File: src/design/bhcd_pkg.sv
package bhcd_pkg;

	localparam int BUTTON_COUNT_DEF = 6;
	localparam int BUTTONS_WIDTH    = 6;
	localparam int COUNT_WIDTH      = 16;
	localparam int BUTTON_NUM_WIDTH = 3;
	localparam int KIND_WIDTH       = 2;
	localparam int CFG_INDEX_WIDTH  = 1;
	localparam int CFG_DATA_WIDTH   = 16;

	localparam logic [COUNT_WIDTH-1:0] HOLD_THRESHOLD_RESET = 16'd100;
	localparam logic COMBINATION_MODE_RESET = 1'b1;

	localparam logic [CFG_INDEX_WIDTH-1:0] CFG_HOLD_THRESHOLD   = 1'd0;
	localparam logic [CFG_INDEX_WIDTH-1:0] CFG_COMBINATION_MODE = 1'd1;

	localparam logic [KIND_WIDTH-1:0] EV_NONE   = 2'd0;
	localparam logic [KIND_WIDTH-1:0] EV_SINGLE = 2'd1;
	localparam logic [KIND_WIDTH-1:0] EV_PAIR   = 2'd2;

	typedef logic [COUNT_WIDTH-1:0] count_t;

	typedef struct packed {
		count_t hold_threshold;
		logic   combination_mode;
	} cfg_t;

	typedef struct packed {
		logic [KIND_WIDTH-1:0]       event_kind;
		logic [BUTTON_NUM_WIDTH-1:0] first_button;
		logic [BUTTON_NUM_WIDTH-1:0] second_button;
	} result_t;

endpackage

File: src/design/bhcd_item_if.sv
interface bhcd_item_if;
	logic                               valid;
	logic                               ready;
	logic [bhcd_pkg::BUTTONS_WIDTH-1:0] buttons_down;
	logic                               clear_timings;

	modport source(output valid, output buttons_down, output clear_timings, input ready);
	modport sink(input valid, input buttons_down, input clear_timings, output ready);
endinterface

File: src/design/bhcd_result_if.sv
interface bhcd_result_if;
	logic                                  valid;
	logic                                  ready;
	logic [bhcd_pkg::KIND_WIDTH-1:0]       event_kind;
	logic [bhcd_pkg::BUTTON_NUM_WIDTH-1:0] first_button;
	logic [bhcd_pkg::BUTTON_NUM_WIDTH-1:0] second_button;

	modport source(output valid, output event_kind, output first_button, output second_button,
		input ready);
	modport sink(input valid, input event_kind, input first_button, input second_button,
		output ready);
endinterface

File: src/design/bhcd_scan.sv
module bhcd_scan #(
	parameter int BUTTON_COUNT = bhcd_pkg::BUTTON_COUNT_DEF
) (
	input  logic [BUTTON_COUNT-1:0] levels,
	input  logic                    clear_timings,
	input  bhcd_pkg::cfg_t          cfg,
	input  bhcd_pkg::count_t        counts [BUTTON_COUNT],
	input  logic [BUTTON_COUNT-1:0] held,
	input  logic                    combo,
	output bhcd_pkg::count_t        counts_next [BUTTON_COUNT],
	output logic [BUTTON_COUNT-1:0] held_next,
	output logic                    combo_next,
	output bhcd_pkg::result_t       res
);

	localparam int IdxW = (BUTTON_COUNT > 1) ? $clog2(BUTTON_COUNT) : 1;
	localparam int NumW = bhcd_pkg::BUTTON_NUM_WIDTH;

	logic                   low0_found, low1_found;
	logic [IdxW-1:0]        low0, low1;
	logic                   stopped, pair_sel, rel_sel;
	logic [IdxW-1:0]        ev_idx, partner_sel;
	logic                   partner_ok;
	logic [IdxW-1:0]        partner;
	bhcd_pkg::count_t       cand_cnt, cnt_inc;
	logic                   cand_held, ev, ev_pair, ev_rel;

	always_comb begin
		low0_found  = 1'b0;
		low1_found  = 1'b0;
		low0        = '0;
		low1        = '0;
		stopped     = 1'b0;
		pair_sel    = 1'b0;
		rel_sel     = 1'b0;
		ev_idx      = '0;
		partner_sel = '0;
		partner_ok  = 1'b0;
		partner     = '0;
		cand_cnt    = '0;
		cnt_inc     = '0;
		cand_held   = 1'b0;
		ev          = 1'b0;
		ev_pair     = 1'b0;
		ev_rel      = 1'b0;
		counts_next = counts;
		held_next   = held;
		combo_next  = combo;
		res         = '0;

		for (int k = 0; k < BUTTON_COUNT; k++) begin
			if (levels[k]) begin
				priority if (!low0_found) begin
					low0       = IdxW'(k);
					low0_found = 1'b1;
				end else if (!low1_found) begin
					low1       = IdxW'(k);
					low1_found = 1'b1;
				end else begin
				end
			end
		end

		for (int k = 0; k < BUTTON_COUNT; k++) begin
			priority if (low0_found && low0 != IdxW'(k)) begin
				partner_ok = 1'b1;
				partner    = low0;
			end else if (low0_found && low1_found) begin
				partner_ok = 1'b1;
				partner    = low1;
			end else begin
				partner_ok = 1'b0;
				partner    = '0;
			end

			cnt_inc   = counts[k] + bhcd_pkg::COUNT_WIDTH'(1);
			cand_cnt  = counts[k];
			cand_held = held[k];
			ev        = 1'b0;
			ev_pair   = 1'b0;
			ev_rel    = 1'b0;

			if (cfg.combination_mode) begin
				priority if (held[k]) begin
					priority if (partner_ok) begin
						ev      = 1'b1;
						ev_pair = 1'b1;
					end else if (!levels[k]) begin
						cand_cnt  = '0;
						cand_held = 1'b0;
						ev        = 1'b1;
						ev_rel    = 1'b1;
					end else begin
					end
				end else if (levels[k]) begin
					if (cnt_inc == cfg.hold_threshold) begin
						cand_cnt  = '0;
						cand_held = 1'b1;
						ev        = 1'b1;
					end else begin
						cand_cnt = cnt_inc;
					end
				end else begin
					cand_cnt = '0;
				end
			end else begin
				if (levels[k]) begin
					if (!held[k]) begin
						if (cnt_inc == cfg.hold_threshold) begin
							cand_cnt  = '0;
							cand_held = 1'b1;
							ev        = 1'b1;
						end else begin
							cand_cnt = cnt_inc;
						end
					end
				end else begin
					cand_cnt  = '0;
					cand_held = 1'b0;
				end
			end

			if (!stopped) begin
				counts_next[k] = cand_cnt;
				held_next[k]   = cand_held;
				if (ev) begin
					stopped     = 1'b1;
					ev_idx      = IdxW'(k);
					pair_sel    = ev_pair;
					rel_sel     = ev_rel;
					partner_sel = partner;
				end
			end
		end

		if (stopped) begin
			priority if (pair_sel) begin
				counts_next[partner_sel] = '0;
				held_next[partner_sel]   = 1'b0;
				combo_next               = 1'b1;
				res.event_kind           = bhcd_pkg::EV_PAIR;
				res.first_button         = NumW'(ev_idx) + NumW'(1);
				res.second_button        = NumW'(partner_sel) + NumW'(1);
			end else if (rel_sel) begin
				if (combo) begin
					combo_next = 1'b0;
				end else begin
					res.event_kind   = bhcd_pkg::EV_SINGLE;
					res.first_button = NumW'(ev_idx) + NumW'(1);
				end
			end else if (!cfg.combination_mode) begin
				res.event_kind   = bhcd_pkg::EV_SINGLE;
				res.first_button = NumW'(ev_idx) + NumW'(1);
			end else begin
			end
		end

		if (clear_timings) begin
			for (int k = 0; k < BUTTON_COUNT; k++) begin
				counts_next[k] = '0;
			end
			held_next  = '0;
			combo_next = combo;
			res        = '0;
		end
	end

endmodule

File: src/design/button_hold_combination_detector_core.sv
// A word accepted on the item channel is registered into stage s1, scanned
// there, and its result is registered and offered on the result channel.
// Throughput: one word per cycle while the result channel is not stalled.
// Reset (arst_n low, asynchronous): counters, held marks and the combo flag
// clear, threshold returns to 100, combination mode to on, both channels empty.
module button_hold_combination_detector_core #(
	parameter int BUTTON_COUNT = bhcd_pkg::BUTTON_COUNT_DEF
) (
	input  logic                                  clk,
	input  logic                                  arst_n,
	input  logic                                  cfg_we,
	input  logic [bhcd_pkg::CFG_INDEX_WIDTH-1:0]  cfg_index,
	input  logic [bhcd_pkg::CFG_DATA_WIDTH-1:0]   cfg_data,
	bhcd_item_if.sink                             item,
	bhcd_result_if.source                         result
);

	localparam int WideW = BUTTON_COUNT + bhcd_pkg::BUTTONS_WIDTH;

	bhcd_pkg::cfg_t             cfg_q;
	bhcd_pkg::count_t           cnt_q [BUTTON_COUNT];
	logic [BUTTON_COUNT-1:0]    held_q;
	logic                       combo_q;

	logic                                valid_s1;
	logic [bhcd_pkg::BUTTONS_WIDTH-1:0]  buttons_s1;
	logic                                clear_s1;

	logic                       res_valid_q;
	bhcd_pkg::result_t          res_q;

	logic                       take_s1;
	logic [WideW-1:0]           wide_levels;
	logic [BUTTON_COUNT-1:0]    levels;
	bhcd_pkg::count_t           cnt_next [BUTTON_COUNT];
	logic [BUTTON_COUNT-1:0]    held_next;
	logic                       combo_next;
	bhcd_pkg::result_t          res_next;
	logic                       held_count_bad;

	assign take_s1     = valid_s1 && (!res_valid_q || result.ready);
	assign item.ready  = !valid_s1 || take_s1;
	assign wide_levels = WideW'(buttons_s1);
	assign levels      = wide_levels[BUTTON_COUNT-1:0];

	bhcd_scan #(
		.BUTTON_COUNT(BUTTON_COUNT)
	) u_scan (
		.levels        (levels),
		.clear_timings (clear_s1),
		.cfg           (cfg_q),
		.counts        (cnt_q),
		.held          (held_q),
		.combo         (combo_q),
		.counts_next   (cnt_next),
		.held_next     (held_next),
		.combo_next    (combo_next),
		.res           (res_next)
	);

	always_ff @(posedge clk or negedge arst_n) begin
		if (!arst_n) begin
			cfg_q.hold_threshold   <= bhcd_pkg::HOLD_THRESHOLD_RESET;
			cfg_q.combination_mode <= bhcd_pkg::COMBINATION_MODE_RESET;
		end else if (cfg_we) begin
			unique case (cfg_index)
				bhcd_pkg::CFG_HOLD_THRESHOLD: begin
					cfg_q.hold_threshold <= cfg_data;
				end
				bhcd_pkg::CFG_COMBINATION_MODE: begin
					cfg_q.combination_mode <= cfg_data[0];
				end
				default: begin
				end
			endcase
		end
	end

	always_ff @(posedge clk or negedge arst_n) begin
		if (!arst_n) begin
			for (int k = 0; k < BUTTON_COUNT; k++) begin
				cnt_q[k] <= '0;
			end
			held_q  <= '0;
			combo_q <= 1'b0;
		end else if (take_s1) begin
			cnt_q   <= cnt_next;
			held_q  <= held_next;
			combo_q <= combo_next;
		end
	end

	always_ff @(posedge clk or negedge arst_n) begin
		if (!arst_n) begin
			valid_s1    <= 1'b0;
			res_valid_q <= 1'b0;
		end else begin
			if (item.valid && item.ready) begin
				valid_s1 <= 1'b1;
			end else if (take_s1) begin
				valid_s1 <= 1'b0;
			end
			if (take_s1) begin
				res_valid_q <= 1'b1;
			end else if (result.ready) begin
				res_valid_q <= 1'b0;
			end
		end
	end

	always_ff @(posedge clk) begin
		if (item.valid && item.ready) begin
			buttons_s1 <= item.buttons_down;
			clear_s1   <= item.clear_timings;
		end
		if (take_s1) begin
			res_q <= res_next;
		end
	end

	assign result.valid         = res_valid_q;
	assign result.event_kind    = res_q.event_kind;
	assign result.first_button  = res_q.first_button;
	assign result.second_button = res_q.second_button;

	always_comb begin
		held_count_bad = 1'b0;
		for (int k = 0; k < BUTTON_COUNT; k++) begin
			if (held_q[k] && cnt_q[k] != '0) begin
				held_count_bad = 1'b1;
			end
		end
	end

	a_held_count_zero: assert property (@(posedge clk) disable iff (!arst_n)
		!held_count_bad)
		else $error("held button has a running count");

	a_clear_drops_held: assert property (@(posedge clk) disable iff (!arst_n)
		take_s1 && clear_s1 |=> held_q == '0)
		else $error("clear left a held mark");

	a_kind_legal: assert property (@(posedge clk) disable iff (!arst_n)
		res_valid_q |-> (res_q.event_kind == bhcd_pkg::EV_NONE ||
			res_q.event_kind == bhcd_pkg::EV_SINGLE ||
			res_q.event_kind == bhcd_pkg::EV_PAIR))
		else $error("illegal event kind");

	a_none_empty: assert property (@(posedge clk) disable iff (!arst_n)
		res_valid_q && res_q.event_kind == bhcd_pkg::EV_NONE |->
			res_q.first_button == '0 && res_q.second_button == '0)
		else $error("empty event carries button numbers");

endmodule

File: src/flat_wrapper.sv
// flat-port wrapper written by rule: the top's interface ports become plain ports
module button_hold_combination_detector_core_flat 
#(
	parameter int BUTTON_COUNT = bhcd_pkg::BUTTON_COUNT_DEF
)
  (clk, arst_n, cfg_we, cfg_index, cfg_data, item_valid, item_buttons_down, item_clear_timings, item_ready, result_valid, result_event_kind, result_first_button, result_second_button, result_ready);
  bhcd_item_if item_i ();
  bhcd_result_if result_i ();
  input  logic clk;
  input  logic arst_n;
  input  logic cfg_we;
  input  logic [bhcd_pkg::CFG_INDEX_WIDTH-1:0] cfg_index;
  input  logic [bhcd_pkg::CFG_DATA_WIDTH-1:0] cfg_data;
  input wire logic [$bits(item_i.valid)-1:0] item_valid;
  input wire logic [$bits(item_i.buttons_down)-1:0] item_buttons_down;
  input wire logic [$bits(item_i.clear_timings)-1:0] item_clear_timings;
  output wire logic [$bits(item_i.ready)-1:0] item_ready;
  output wire logic [$bits(result_i.valid)-1:0] result_valid;
  output wire logic [$bits(result_i.event_kind)-1:0] result_event_kind;
  output wire logic [$bits(result_i.first_button)-1:0] result_first_button;
  output wire logic [$bits(result_i.second_button)-1:0] result_second_button;
  input wire logic [$bits(result_i.ready)-1:0] result_ready;
  assign item_i.valid = item_valid;
  assign item_i.buttons_down = item_buttons_down;
  assign item_i.clear_timings = item_clear_timings;
  assign item_ready = item_i.ready;
  assign result_valid = result_i.valid;
  assign result_event_kind = result_i.event_kind;
  assign result_first_button = result_i.first_button;
  assign result_second_button = result_i.second_button;
  assign result_i.ready = result_ready;
  button_hold_combination_detector_core #(.BUTTON_COUNT(BUTTON_COUNT)) u_core (.clk(clk), .arst_n(arst_n), .cfg_we(cfg_we), .cfg_index(cfg_index), .cfg_data(cfg_data), .item(item_i), .result(result_i));
endmodule
File: config.mk
export PLATFORM = sky130hd
export DESIGN_NAME = button_hold_combination_detector_core_flat
export DESIGN_NICKNAME = d
export VERILOG_FILES = /design/src/design/bhcd_pkg.sv /design/src/design/bhcd_item_if.sv /design/src/design/bhcd_result_if.sv /design/src/design/bhcd_scan.sv /design/src/design/button_hold_combination_detector_core.sv /design/src/flat_wrapper.sv
export SDC_FILE = /design/constraint.sdc
export NUM_CORES = 1
export LEC_CHECK = 0
export BUFFER_PORTS_ARGS = -buffer_cell sky130_fd_sc_hd__buf_4
export CAP_MARGIN = 40
export CORE_MARGIN = 2
export CORE_UTILIZATION = 50
export DETAILED_ROUTE_END_ITERATION = 10
export PLACE_DENSITY = 0.69
export SLEW_MARGIN = 10
export SYNTH_ARGS = -nofsm -noshare
export SYNTH_HDL_FRONTEND = slang
export SYNTH_SLANG_ARGS = --single-unit
File: constraint.sdc
create_clock -name clk -period 4.2 [get_ports clk]
set_input_delay 0.21 -clock clk [delete_from_list [all_inputs] [get_ports clk]]
set_output_delay 0.21 -clock clk [all_outputs]
set_load 0.005 [all_outputs]
## Word-level counts from Yosys, hierarchy flattened

Index checks and enable logic that the tools add are counted.

| storage, ports and cells | value |
|---|---|
| flip-flop bits (word level) | 137 |
| input bits | 29 |
| output and inout bits | 10 |
| logic and storage cells | 380 |

| cells by class | value |
|---|---|
| add/subtract/negate cells | 8 |
| order comparisons | 4 |
| equal/unequal tests | 11 |
| multiplexer cells | 305 |
| bitwise gates (word level) | 9 |
| reduce and logical (&&, ||, !) cells | 25 |

Operator list:

| kind | number |
|---|---|
| 16-bit 2-to-1 mux | 54 |
| 96-bit 2-to-1 mux | 3 |
| 1-bit 2-to-1 mux | 193 |
| 3-bit 2-to-1 mux | 46 |
| 16-bit by 1-bit adder with 16-bit output (second input constant) | 6 |
| 96-bit bitwise AND | 1 |
| 16-bit == test | 6 |
| 96-bit NOT | 1 |
| 16-bit demux with 3-bit select | 1 |
| 6-bit 2-to-1 mux | 3 |
| 1-bit logical AND | 11 |
| 5-bit 2-to-1 mux | 2 |
| 4-bit 2-to-1 mux | 2 |
| 3-bit by 1-bit adder with 3-bit output (second input constant) | 2 |
| 6-bit bitwise AND | 1 |
| 3-bit by 2-bit != test with 1-bit output (second input constant) | 2 |
| 3-bit != test (second input constant) | 2 |
| 6-bit NOT | 1 |
| 2-bit nonzero test | 3 |
| 3-bit OR reduction | 2 |
| 4-bit >= comparator (second input constant) | 1 |
| 3-bit by 4-bit < comparator with 1-bit output (second input constant) | 1 |
| 4-bit by 1-bit < comparator with 1-bit output (second input constant) | 1 |
| 1-bit NOT | 4 |
| 10 further kinds | 13 |

## Depth between registers and ports, before layout

| logic depth | value |
|---|---|
| word-level depth | 38 |
| depth in mapped cells | 18 |
| gate-level depth less buffers | 14 |

## By module

From an unflattened synthesis, not the netlist that was laid out.

| second synthesis, totals | value |
|---|---|
| cell total of the unflattened synthesis | 1653 |
| area total of the unflattened synthesis | 13763.2 um^2 |

Modules (own cells, without submodules):

| module | times used | cells each | area each (um^2) | seq. area each (um^2) |
|---|---|---|---|---|
| bhcd_scan | 1 | 1374 | 8510.7 | 0.0 |
| button_hold_combination_detector_core | 1 | 279 | 5252.5 | 3508.4 |

## Worst setup path before layout

No wires, ideal clock.

| path | value |
|---|---|
| kind | register to register |
| start | reg u_core.cnt_q[80] (netlist bit) |
| end | reg u_core.cnt_q[71] (netlist bit) |
| setup time | 121 ps |
| arrival time | 4114 ps |
| required time | 4079 ps |
| path slack | -35 ps |
| cell stages (with the launch flop) | 18 |
| buffers on the path | 4 |
| period minus slack after synthesis | 4235 ps |
| cell sequence | dfrtp_1 ha_1 buf_2 and4_1 buf_2 nand4_1 a31o_2 a221o_1 or4b_4 and4_4 buf_6 nand4_2 o32a_1 o2bb2ai_4 or4b_4 buf_6 a31o_1 a22o_1 |

| on the way | value |
|---|---|
| longest elaborated chain between the ends | 27 |
| elaborated cells between the ends (all ways) | 48 |
| classes of those cells | add/sub (1); order compare (2); eq/ne (1); mux (40); bitwise (3); reduce/logical (1) |

RTL lines:

| item | line | source |
|---|---|---|
| from (decl) | button_hold_combination_detector_core.sv:21 | `bhcd_pkg::count_t cnt_q [BUTTON_COUNT];` |
| from (signal assigned) | button_hold_combination_detector_core.sv:87 | `cnt_q <= cnt_next;` |
| 16-bit by 1-bit adder with 16-bit output (*) | bhcd_scan.sv:76 | `cnt_inc = counts[k] + bhcd_pkg::COUNT_WIDTH'(1);` |
| 16-bit == test (*) | bhcd_scan.sv:96, bhcd_scan.sv:109 |  |
| 1-bit 2-to-1 mux (*) | bhcd_scan.sv:96, bhcd_scan.sv:109 |  |
| 1-bit 2-to-1 mux (on tied branches) | bhcd_scan.sv:108, bhcd_scan.sv:95 |  |
| 1-bit 2-to-1 mux (on tied branches) | bhcd_scan.sv:107, bhcd_scan.sv:84 |  |
| 1-bit 2-to-1 mux (*) | bhcd_scan.sv:83 | `if (cfg.combination_mode) begin` |
| 3-bit 2-to-1 mux (2 in a row) | bhcd_scan.sv:126 | `if (ev) begin` |
| 3-bit 2-to-1 mux | bhcd_scan.sv:123 | `if (!stopped) begin` |
| [... 10 more ...] | - |  |
| 1-bit logical AND (not written as such) | bhcd_scan.sv:138 | `counts_next[partner_sel] = '0;` |
| 16-bit 2-to-1 mux (not written as such) | bhcd_scan.sv:138 |  |
| 16-bit demux with 3-bit select | bhcd_scan.sv:138 |  |
| 96-bit NOT (no source line) | - |  |
| 96-bit bitwise AND (no source line) | - |  |
| 96-bit 2-to-1 mux | bhcd_scan.sv:137 | `priority if (pair_sel) begin` |
| 96-bit 2-to-1 mux (*) | bhcd_scan.sv:136 | `if (stopped) begin` |
| 96-bit 2-to-1 mux (*) | bhcd_scan.sv:158 | `if (clear_timings) begin` |

Every way passes the cells marked *; elsewhere a longest branch is shown, timed or not.
A chain may end at the register's enable or synchronous reset.

## Final worst setup path

| path | value |
|---|---|
| start | reg u_core.cnt_q[81] (netlist bit) |
| end | reg u_core.cnt_q[7] (netlist bit) |

Same word-level chain as after synthesis.

==> impl_metrics.yaml <==
die:
  core_sq_um: 24250
  die_w_um: 161.0
  start_util_pct: 50.79
  fp-row-count: 57
  die-area_sq_um: 25900
  io_pins: 39
  die_y_um: 161.0
sta:
  finClkSkew_ns: 0.01321
  min_period_over_period_pct: 98.15
  period_minus_slack_ns: 4.122
  slew_viol_final: 0
  max_freq_mhz: 242.6
  rsz0062_at_grt: "true"
  worst_pin_slew_ns: 0.6980
  finalSetupViolCount: 0
  hold_violations: 0
  fin_hold_ws_ns: 0.01470
  slew_headroom_pct: 53.30
setup_path:
  crit_type: "reg2reg"
  start_kind: "flop"
  slowest_delay_ns: 0.60
  worst_setup_path_end_kind: "flop"
  cp.arrival_ns: 4.42
  cpMostUsedCell: "o211ai_1"
  path_cells: "ha_1, xnor2_1, o211ai_1, nor4b_2, o211ai_1, or4b_4, nand2_1, mux2_2, o32a_1, o2bb2ai_4, buf_4, or3_1, a31oi_2, buf_6, a31oi_1"
  crit_required_ns: 4.50
  crit_slowest_cell: "or4b_4"
  crit_path_max_fanout: 8
power_and_ir_drop:
  leakage_nw: 6.268
  clock_power_share_pct: 37.4
  intPower_mw: 2.665
  pwr-share-comb_pct: 25.5
  p_seq_share_pct: 37.1
  powerDensity_nw_per_um2: 258.2
  switching_share_pct: 33.28
  ir_drop_uv: 168.5
  p_sw_mw: 1.330
  power_mw: 3.995
final_layout:
  layout.cells.non_filler: 2090
  nets: 1793
  mostFrequentLayoutCells: "buf_4 (267), nand2_1 (150), o21ai_0 (111), nor2_1 (106), dfrtp_1 (105)"
  drive_above_1_share_pct: 25.38
  finalCoreUtilization_pct: 63.81
  area_growth_syn_to_layout_pct: 25.63
  final_common_cell: "buf_4"
detailed_routing:
  drc_errors: 0
  drt_iter0_drc: 1544
  routed_wl_um: 44150
  dr.pass1.iters: 6
  via_count: 13470
  met2_length_um: 19230
  dr_wl_met3_um: 3942
  dr.max_layer_used: "met4"
  drt-met1-wl_um: 18850
  wl_per_cell_um: 21.13
  detail-route-antenna-nets: 0
  viasPerCell: 6.445
run:
  cap_violations: 0
synth:
  synthMuxAreaShare_pct: 2.570
  synthCells: 1566
  yosys.area_share.simple_pct: 27.20
  yosys_warnings: 0
  syn_avg_cell_area_sq_um: 7.865
  ys_seq_area_share_pct: 28.48
  synthArstFlopShare_pct: 89.05
  synth_enable_flop_cells: 15
  synth.distinct_cells: 97
  synth_seq_cells: 137
  synth_top_family_by_area: "simple AND/OR/NAND/NOR gates"
  synth_top_area_share_pct: 23.97
  synth_adder_area_share_pct: 1.219
  synth-compound-area-share_pct: 26.07
  synth_xor_area_share_pct: 8.411
  synthesis.area_sq_um: 12320
  ys_top_cells_by_area: "dfrtp_1 (24%), nand2_1 (4.7%), o21ai_0 (4.6%), xnor2_1 (4.2%), xor2_1 (3.8%)"
  synthFlopType: "dfrtp_1"
  synth_area_leader_cell: "dfrtp_1"
  syn_nets: 1607
clock_network:
  clkSlewWorstSetupHoldPaths_ns: 0.07
  h-tree-depth: 4
  cts-root-buf: "clkbuf_16"
  cts_tree: "yes"
  cts_inserted_buffers: 17
  clkSinkCount: 137
  clockBufferDepth: 2
  clock_latency_ns: 0.43
global_route:
  grt_remaining_overflow: 0
  antenna_found_initial: 1
  grt_pass1_vias: 12300
  grt_pass1_wl_um: 68460
  grt_max_degree: 123
  grt_usage_pct: 33.47
placed_design:
  numPortBuffers: 38
  gp_congestion: 1.034
  dp.cells: 2030
  dp_hpwl_um: 32300
worst_hold_path:
  hp-class: "in2reg"
run_status:
  outcome: "completed"
## worst paths after layout
path                                                   endpoint  depth (start not counted)                          from  slack, ns
worst max-delay path                u_core.cnt_q[7]$_DFFE_PN0P_                         15  u_core.cnt_q[81]$_DFFE_PN0P_       0.08
worst min-delay path                u_core.cfg_q[4]$_DFFE_PN0P_                          2                   cfg_data[3]       0.01
worst max register to register      u_core.cnt_q[7]$_DFFE_PN0P_                         15  u_core.cnt_q[81]$_DFFE_PN0P_       0.08
worst min register to register  u_core.result.valid$_DFFE_PN0P_                          1   u_core.valid_s1$_DFFE_PN0P_       0.52
max in group asynchronous           u_core.cnt_q[5]$_DFFE_PN0P_                          3                        arst_n       3.22
min in group asynchronous          u_core.cnt_q[16]$_DFFE_PN0P_                          3                        arst_n       0.44
## layer usage
layer / track usage [%] / up-vias
met4: 16.15 / 0
met5: 0 / -
met3: 6.560 / 127
met2: 49.77 / 751
met1: 46.72 / 6382
li1: - / 6210
## layout make-up
class | count | area [sq um]
Fill cell | 2099 | 8775
Multi-Input combinational cell | 1249 | 8458
Sequential cell | 137 | 3525
Antenna cell | 1 | 2.502
Inverter | 60 | 225.2
Timing Repair Buffer | 287 | 2296
Tap cell | 324 | 405.4
Clock buffer | 19 | 442.9
Clock inverter | 13 | 118.9
## per-stage QoR
step | setup TNS (ns) | cell area (sq um) | setup slack, ns
after floorplan | 0 | 12320 | 0.007931
after global placement | -0.5698 | 14240 | -0.07030
after detailed placement | -2.811 | 14250 | -0.1527
after CTS | 0 | 14940 | 0.004642
after global routing | -0.5658 | 15470 | -0.05400
final | 0 | 15470 | 0.07772
## timing repair
action | in CTS | in global routing
buffers inserted | 0 | 18
resized for setup | 10 | 87
hold buffers | 9 | 0
cloned | 0 | 0
pin swaps | 1 | 25
hold endpoints to repair | 126 | 0
setup endpoints to repair | 51 | 97
## cells in the mapped netlist (19+ instances only)
| master | n |
|---|---|
| nor3_1 | 50 |
| a22o_1 | 40 |
| and2_1 | 20 |
| nor4_1 | 35 |
| nand4_1 | 51 |
| dfrtp_1 | 118 |
| xnor2_1 | 59 |
| xor2_1 | 54 |
| a21oi_1 | 80 |
| nand2_1 | 153 |
| buf_2 | 27 |
| nand3_1 | 76 |
| nor2_1 | 108 |
| or3_1 | 20 |
| a21o_1 | 19 |
| o21ai_0 | 113 |
| mux2_2 | 21 |
| inv_1 | 58 |
| clkbuf_1 | 81 |
| and3_1 | 19 |
## state kept, by name (all words and copies together) (netlist names)
| register | cells |
|---|---|
| u_core.valid_s1 | 1 |
| u_core.result.event_kind | 2 |
| u_core.result.valid | 1 |
| u_core.cfg_q | 17 |
| u_core.result.second_button | 3 |
| u_core.buttons_s1 | 6 |
| u_core.combo_q | 1 |
| u_core.held_q | 6 |
| u_core.cnt_q | 96 |
| u_core.result.first_button | 3 |
| u_core.clear_s1 | 1 |
## power by group through the flow
stage,logic [mW],clock network [mW],registers (mW)
finish,1.02,1.50,1.48
global route,1.08,1.56,1.48
CTS,0.951,1.51,1.47
detailed placement,0.934,0,1.50
global placement,0.923,0,1.49
floorplan,0.548,0,1.45
## cell families (layout without fill, tap and decap cells)
| kind of cell | Yosys count | after routing |
|---|---|---|
| other | 0 | 1 |
| and+or+nand+nor | 635 | 635 |
| AOI/OAI and AO/OA | 458 | 458 |
| muxes | 29 | 29 |
| adders and majority gates | 12 | 12 |
| xor gates and xnor gates | 115 | 115 |
| buffers and inverters | 180 | 379 |
| DFF | 137 | 137 |
## critical path: cells and delay by family (launching register included)
family / cells / cell delay, ns
adders and majority gates: 1 / 0.32
buffers and inverters: 2 / 0.32
AOI/OAI and AO/OA: 6 / 1.06
and+or+nand+nor: 4 / 1.38
xor gates and xnor gates: 1 / 0.14
DFF: 1 / 0.42
muxes: 1 / 0.35
Note: power is estimated with default switching activity, not from simulation.
